File: config.mk
export PLATFORM = sky130hd
export DESIGN_NAME = dda_ctrl
export DESIGN_NICKNAME = d
export VERILOG_FILES = /design/src/design/dda_pkg.sv /design/src/design/dda_ctrl.sv
export SDC_FILE = /design/constraint.sdc
export NUM_CORES = 1
export LEC_CHECK = 0
export ABC_AREA = 0
export BUFFER_PORTS_ARGS = -buffer_cell sky130_fd_sc_hd__buf_2
export CAP_MARGIN = 40
export CORE_AREA = 2 2 39 41
export DETAILED_ROUTE_END_ITERATION = 10
export DIE_AREA = 0 0 41 43
export SETUP_SLACK_MARGIN = 0.05
export SLEW_MARGIN = 20
export SYNTH_ARGS = -nofsm -noshare
export SYNTH_HDL_FRONTEND = slang
export SYNTH_SLANG_ARGS = --single-unit
File: constraint.sdc
create_clock -name clk -period 1.36 [get_ports clk]
set_input_delay 0.204 -clock clk [delete_from_list [all_inputs] [get_ports clk]]
set_output_delay 0.204 -clock clk [all_outputs]
set_load 0.01 [all_outputs]
File: src/design/dda_pkg.sv
package dda_pkg;

    localparam int INDEX_SPACE    = 1024;
    localparam int PENDING_DEPTH  = 256;
    localparam int FRAME_SLOTS    = 2;
    localparam int RESERVED_COUNT = 3;

    // field widths
    localparam int IDX_W  = 10;
    localparam int MASK_W = 2;

    // storage widths
    localparam int SADDR_W = $clog2(INDEX_SPACE);
    localparam int FCNT_W  = $clog2(INDEX_SPACE + 1);
    localparam int NF_W    = $clog2(INDEX_SPACE + 1);
    localparam int PADDR_W = $clog2(PENDING_DEPTH);
    localparam int PCNT_W  = $clog2(PENDING_DEPTH + 1);

    // slot bits that take part in a busy mask
    localparam logic [MASK_W-1:0] SLOT_BITS = MASK_W'((1 << FRAME_SLOTS) - 1);

    typedef enum logic [1:0] {
        OP_ALLOC  = 2'd0,
        OP_FREE   = 2'd1,
        OP_RETIRE = 2'd2,
        OP_NOP    = 2'd3
    } op_t;

    typedef enum logic [1:0] {
        ST_OK        = 2'd0,
        ST_EXHAUSTED = 2'd1,
        ST_FULL      = 2'd2,
        ST_IGNORED   = 2'd3
    } status_t;

    typedef struct packed {
        op_t               operation;
        logic [IDX_W-1:0]  index;
        logic              retire_slot;
        logic [MASK_W-1:0] in_flight_mask;
        logic              frame_open;
        logic              current_slot;
    } req_t;

    typedef struct packed {
        logic [IDX_W-1:0] result_index;
        status_t          status;
    } rsp_t;

    typedef struct packed {
        logic [IDX_W-1:0]  index;
        logic [MASK_W-1:0] mask;
    } pend_entry_t;

    localparam int PEND_W = $bits(pend_entry_t);

    typedef enum logic [1:0] {
        S_IDLE,
        S_POP,
        S_WALK_CHECK,
        S_WALK_EVAL
    } state_t;

    typedef struct packed {
        logic accept;
        logic pop_done;
        logic walk_eval;
        logic walk_done;
    } dda_cmd_t;

    typedef struct packed {
        logic need_pop;
        logic need_walk;
        logic out_free;
        logic walk_more;
        logic eval_replace;
    } dda_stat_t;

endpackage

File: src/design/dda_ctrl.sv
module dda_ctrl (
    input  logic                clk,
    input  logic                rst_n,
    input  logic                req_valid,
    output logic                req_ready,
    input  dda_pkg::dda_stat_t  stat,
    output dda_pkg::dda_cmd_t   cmd
);

    dda_pkg::state_t state_reg;
    dda_pkg::state_t state_next;

    always_ff @(posedge clk or negedge rst_n)
    begin
        if (!rst_n)
        begin
            state_reg <= dda_pkg::S_IDLE;
        end
        else
        begin
            state_reg <= state_next;
        end
    end

    always_comb
    begin
        state_next = state_reg;
        cmd        = '0;
        req_ready  = 1'b0;
        unique case (state_reg)
            dda_pkg::S_IDLE:
            begin
                req_ready = stat.out_free;
                if (req_valid && stat.out_free)
                begin
                    cmd.accept = 1'b1;
                    priority if (stat.need_pop)
                    begin
                        state_next = dda_pkg::S_POP;
                    end
                    else if (stat.need_walk)
                    begin
                        state_next = dda_pkg::S_WALK_CHECK;
                    end
                    else
                    begin
                        state_next = dda_pkg::S_IDLE;
                    end
                end
            end
            dda_pkg::S_POP:
            begin
                cmd.pop_done = 1'b1;
                state_next   = dda_pkg::S_IDLE;
            end
            dda_pkg::S_WALK_CHECK:
            begin
                if (stat.walk_more)
                begin
                    state_next = dda_pkg::S_WALK_EVAL;
                end
                else
                begin
                    cmd.walk_done = 1'b1;
                    state_next    = dda_pkg::S_IDLE;
                end
            end
            dda_pkg::S_WALK_EVAL:
            begin
                cmd.walk_eval = 1'b1;
                // a dropped entry pulls in the last one, examined at the same place
                state_next = stat.eval_replace ? dda_pkg::S_WALK_EVAL
                                               : dda_pkg::S_WALK_CHECK;
            end
            default:
            begin
                state_next = dda_pkg::S_IDLE;
            end
        endcase
    end

endmodule

Word level (Yosys, flattened, before mapping)
Index checks and enable logic that the tools add are counted.
Word-level totals
  flip-flop bits (word level): 2
  bits in latches: 0
  memory bits (writable): 0
  ROM bits: 0
  bits of input ports: 8
  output and inout port bits: 5
  logic and storage cells: 20
  memories kept: 0
Cells by class
  add/sub/neg operators: 0
  multipliers: 0
  div/mod/pow operators: 0
  order comparisons: 0
  equality and inequality tests: 4
  shift-type cells: 0
  mux-type cells: 13
  bitwise logic cells: 0
  reduce and logical (&&, ||, !) cells: 2
Operators with widths (count)
  2-to-1 mux 1 bit: 8
  2-to-1 mux 2 bit: 4
  one-hot mux 2 bit (4 select lines): 1
  equality test 2 bit, second input constant: 2
  equality test 2 x 1 -> 1 bit, second input constant: 1
  zero test 2 bit: 1
  inequality test 2 bit, second input constant: 1
  logical AND 1 bit: 1

Longest topological paths before layout
  depth after elaboration: 4
  mapped depth: 2
  depth with buffers taken out: 2

Worst setup path after synthesis
No wires, ideal clock.
  kind: reg-to-reg
  start point: register state_reg[0]
  end point: register state_reg[0]
  setup time: 0.121 ns
  arrival time: 0.892 ns
  data required time: 1.239 ns
  path slack: 0.347 ns
  stages on the path, launching flop included: 3
  clock period less this slack: 1.013 ns
  cell sequence: dfrtp_1 > mux2_2 > a22o_1
On the way
  longest elaborated chain between the ends: 2
  elaborated cells between the ends (all ways): 6
  classes of those cells: eq/ne: 4; mux: 1; reduce/logical: 1
RTL lines
  start, declared: line dda_ctrl.sv:10  | dda_pkg::state_t state_reg;
  start signal, assigned: line dda_ctrl.sv:17  | state_reg <= dda_pkg::S_IDLE;
  start signal, assigned: line dda_ctrl.sv:21  | state_reg <= state_next;
  equality test 2 bit, or another cell as far along: line dda_ctrl.sv:30  | unique case (state_reg)
  one-hot mux 2 bit (4 select lines) / inequality test 2 bit (equally long branches)
Parallel ways exist; a longest one is shown, timed or not.
A chain may end at the register's enable or synchronous reset.

==> impl_metrics.py <==
metrics = {
    "timing": {
        "min_period_over_period_pct": 94.3,
        "slew_headroom_pct": 87.8,
        "setup-violations-final": 0,
        "min_period_ns": 1.28,
        "hold_violations": 0,
        "tns_ns": 0,
        "timing_worst_slew_pin_value_ns": 0.183,
        "setup_repair_after_global_routing_missed_its_margin": "yes",
        "slew_viol_final": 0,
        "fmax_ghz": 0.780,
        "timing.clock.skew_ns": 0.00154,
    },
    "layout": {
        "flow.area_growth_from_synthesis_pct": 123,
        "largest_reg_flops": 2,
        "final_util_pct": 22.2,
        "layout-drive-gt1-share_pct": 72.7,
        "antenna_cells": 0,
        "layout.nets": 43,
        "layout.cells.non_filler": 49,
        "finalInstanceArea_um2": 307,
    },
    "floorplanning": {
        "core_outline_area_um2": 1380,
        "placement_rows": 14,
        "dieWidth_um": 41,
        "die_height_um": 43,
        "ioPinCount": 13,
        "die_area_um2": 1760,
        "initial_utilization_pct": 9.95,
    },
    "critical_path": {
        "startpoint_types": "flip-flop",
        "cpMaxStageDelayCell": "dfrtp_1",
        "endpoint_kind": "output port",
        "reg2reg_slack_ns": 0.12,
        "crit_type": "reg2out",
        "ff_to_ff_end": "state_reg[0]",
        "crit_path_cell_trace": "and4bb_4, buf_6",
        "required_ns": 1.16,
        "critPathArrivalTime_ns": 1.08,
        "worstRegToRegCells": 4,
        "worst-path-stages": 2,
        "max_stage_delay_ns": 0.40,
        "r2r_path_start": "state_reg[0]",
        "worstPathMaxFanout": 5,
        "path_buf_inv": 1,
        "top_cell_family_by_delay_on_the_critical_path": "flip-flops",
    },
    "clocking": {
        "cts.sinks": 2,
        "clk_path_buf_depth": 2,
        "tritoncts_clock_tree": "yes",
        "cts-buffers-inserted": 3,
        "clock_insertion_delay_worst_skew_ns": 0.22,
        "clock-root-buffer": "clkbuf_4",
        "htree_levels": 1,
        "worst_path_clk_slew_ns": 0.03,
    },
    "global_routing": {
        "number_of_antenna_violations_at_the_first_check_in_global_routing": 0,
        "grt_max_degree": 7,
        "vias_in_the_first_global_route": 208,
        "first_pass_grt_wire_length_um": 717,
        "track_usage_pct": 7.33,
        "grt.overflow.total": 0,
    },
    "routing": {
        "vias": 175,
        "dr_wl_met3_um": 42,
        "detail_route.vias_per_cell": 3.57,
        "remaining_design_rule_violation_count": 0,
        "m1WireLength_um": 142,
        "drt_iter0_markers": 0,
        "finalWirelength_um": 441,
        "drt_pass1_iterations": 1,
        "topRoutingLayerUsed": "met3",
        "ant_nets": 0,
        "wire_per_inst_um": 9.00,
        "metal2_wl_um": 255,
    },
    "worst_hold_path": {
        "holdPathStages": 2,
        "hold_path.startpoint": "stat[3]",
        "hold-path-endpoint": "state_reg[1]",
        "hp-class": "in2reg",
    },
    "synthesis": {
        "synthesis.nets": 20,
        "post_synthesis_cells": 12,
        "synth_cell_type_count": 10,
        "synth-seq-area-share_pct": 36.4,
        "yosysWarnings": 0,
        "post_synth.cell_area_avg_um2": 11.5,
        "syn_area_um2": 138,
        "yosys_register_bits": 2,
    },
    "power_and_ir_drop": {
        "worst_case_vdd_ir_drop_v": 0.000176,
        "power.leakage_nw": 0.161,
        "power_density_nw_per_um2": 911,
        "post-layout-total-power_w": 0.000279,
    },
    "placement": {
        "place_congestion": 0.499,
        "dp_cells": 40,
        "postPlaceCellArea_um2": 218,
        "portBuffers": 12,
    },
    "run": {
        "max_cap_violations": 0,
    },
    "outcome": {
        "status": "finished, final reports clean",
    },
}
-- how the worst max path moves through the flow --
| stage | startpoint | end |
|---|---|---|
| after CTS | state_reg[0] | cmd[3] |
| after global routing | state_reg[1] | cmd[3] |
| after detailed placement | state_reg[1] | cmd[3] |
| after floorplan | state_reg[0] | state_reg[0] |
| after global placement | state_reg[1] | cmd[3] |
| final | state_reg[1] | cmd[3] |
-- cells by family after synthesis --
group | count (synthesis) | synth area share (%)
AO/OA/AOI/OAI | 3 | 18.2
buffers and inverters | 1 | 2.72
flip-flops | 2 | 36.4
multiplexers | 1 | 8.18
AND/OR/NAND/NOR | 5 | 34.5
-- through the flow --
stage	hold slack [ns]	setup WS [ns]
2_1_floorplan	-0.0916	0.347
3_3_place_gp	-0.00946	0.270
3_5_place_dp	-0.00704	0.257
4_1_cts	0.218	0.0605
5_1_grt	0.220	0.0171
6_report	0.228	0.0780
-- routing by layer --
layer	global-route usage, %	vias up
li1	-	88
met4	10.0	0
met3	5.76	0
met2	10.9	9
met5	0	-
met1	3.86	78
-- synthesized netlist by cell type, drive strengths merged --
cell    instances  share of area, %
a22o            1               6.4
a31o            1               6.4
and2            1               5.5
and2b           1               6.4
and4bb          1                12
dfrtp           2                36
inv             1               2.7
mux2            1               8.2
nor3b           2                11
o21a            1               5.5
-- what timing repair did --
| item | CTS | global route |
|---|---|---|
| hold buffers | 1 | 0 |
| endpoints found under the hold margin | 2 | 0 |
| buffers inserted | 4 | 1 |
| setup endpoints to repair | 1 | 3 |
| pin swaps | 1 | 1 |
| resized for setup | 1 | 2 |
-- cells in the final DEF, fill, tap and decap left out, drive strengths merged --
master,instances
dfrtp,2
and2b,1
a22o,1
a31o,1
inv,1
clkbuf,3
nor3b,2
mux2,1
and2,1
and4bb,1
buf,17
o21a,1
dlygate4sd3,1
-- report_power, final --
| part | switching (W) | internal (W) | total, W |
|---|---|---|---|
| Clock | 0.0000328 | 0.0000973 | 0.000130 |
| Combinational | 0.0000257 | 0.0000526 | 0.0000784 |
| Sequential | 0.00000604 | 0.0000649 | 0.0000709 |
-- final cells by class --
class	count	area [um^2]
clock buffers	3	22.5
fillers	161	1080
inverters	1	3.75
multi-input cells	9	83.8
flip-flops and latches	2	50.0
well taps	16	20.0
repair buffers	18	126
Power figures use the tool's default switching activity.
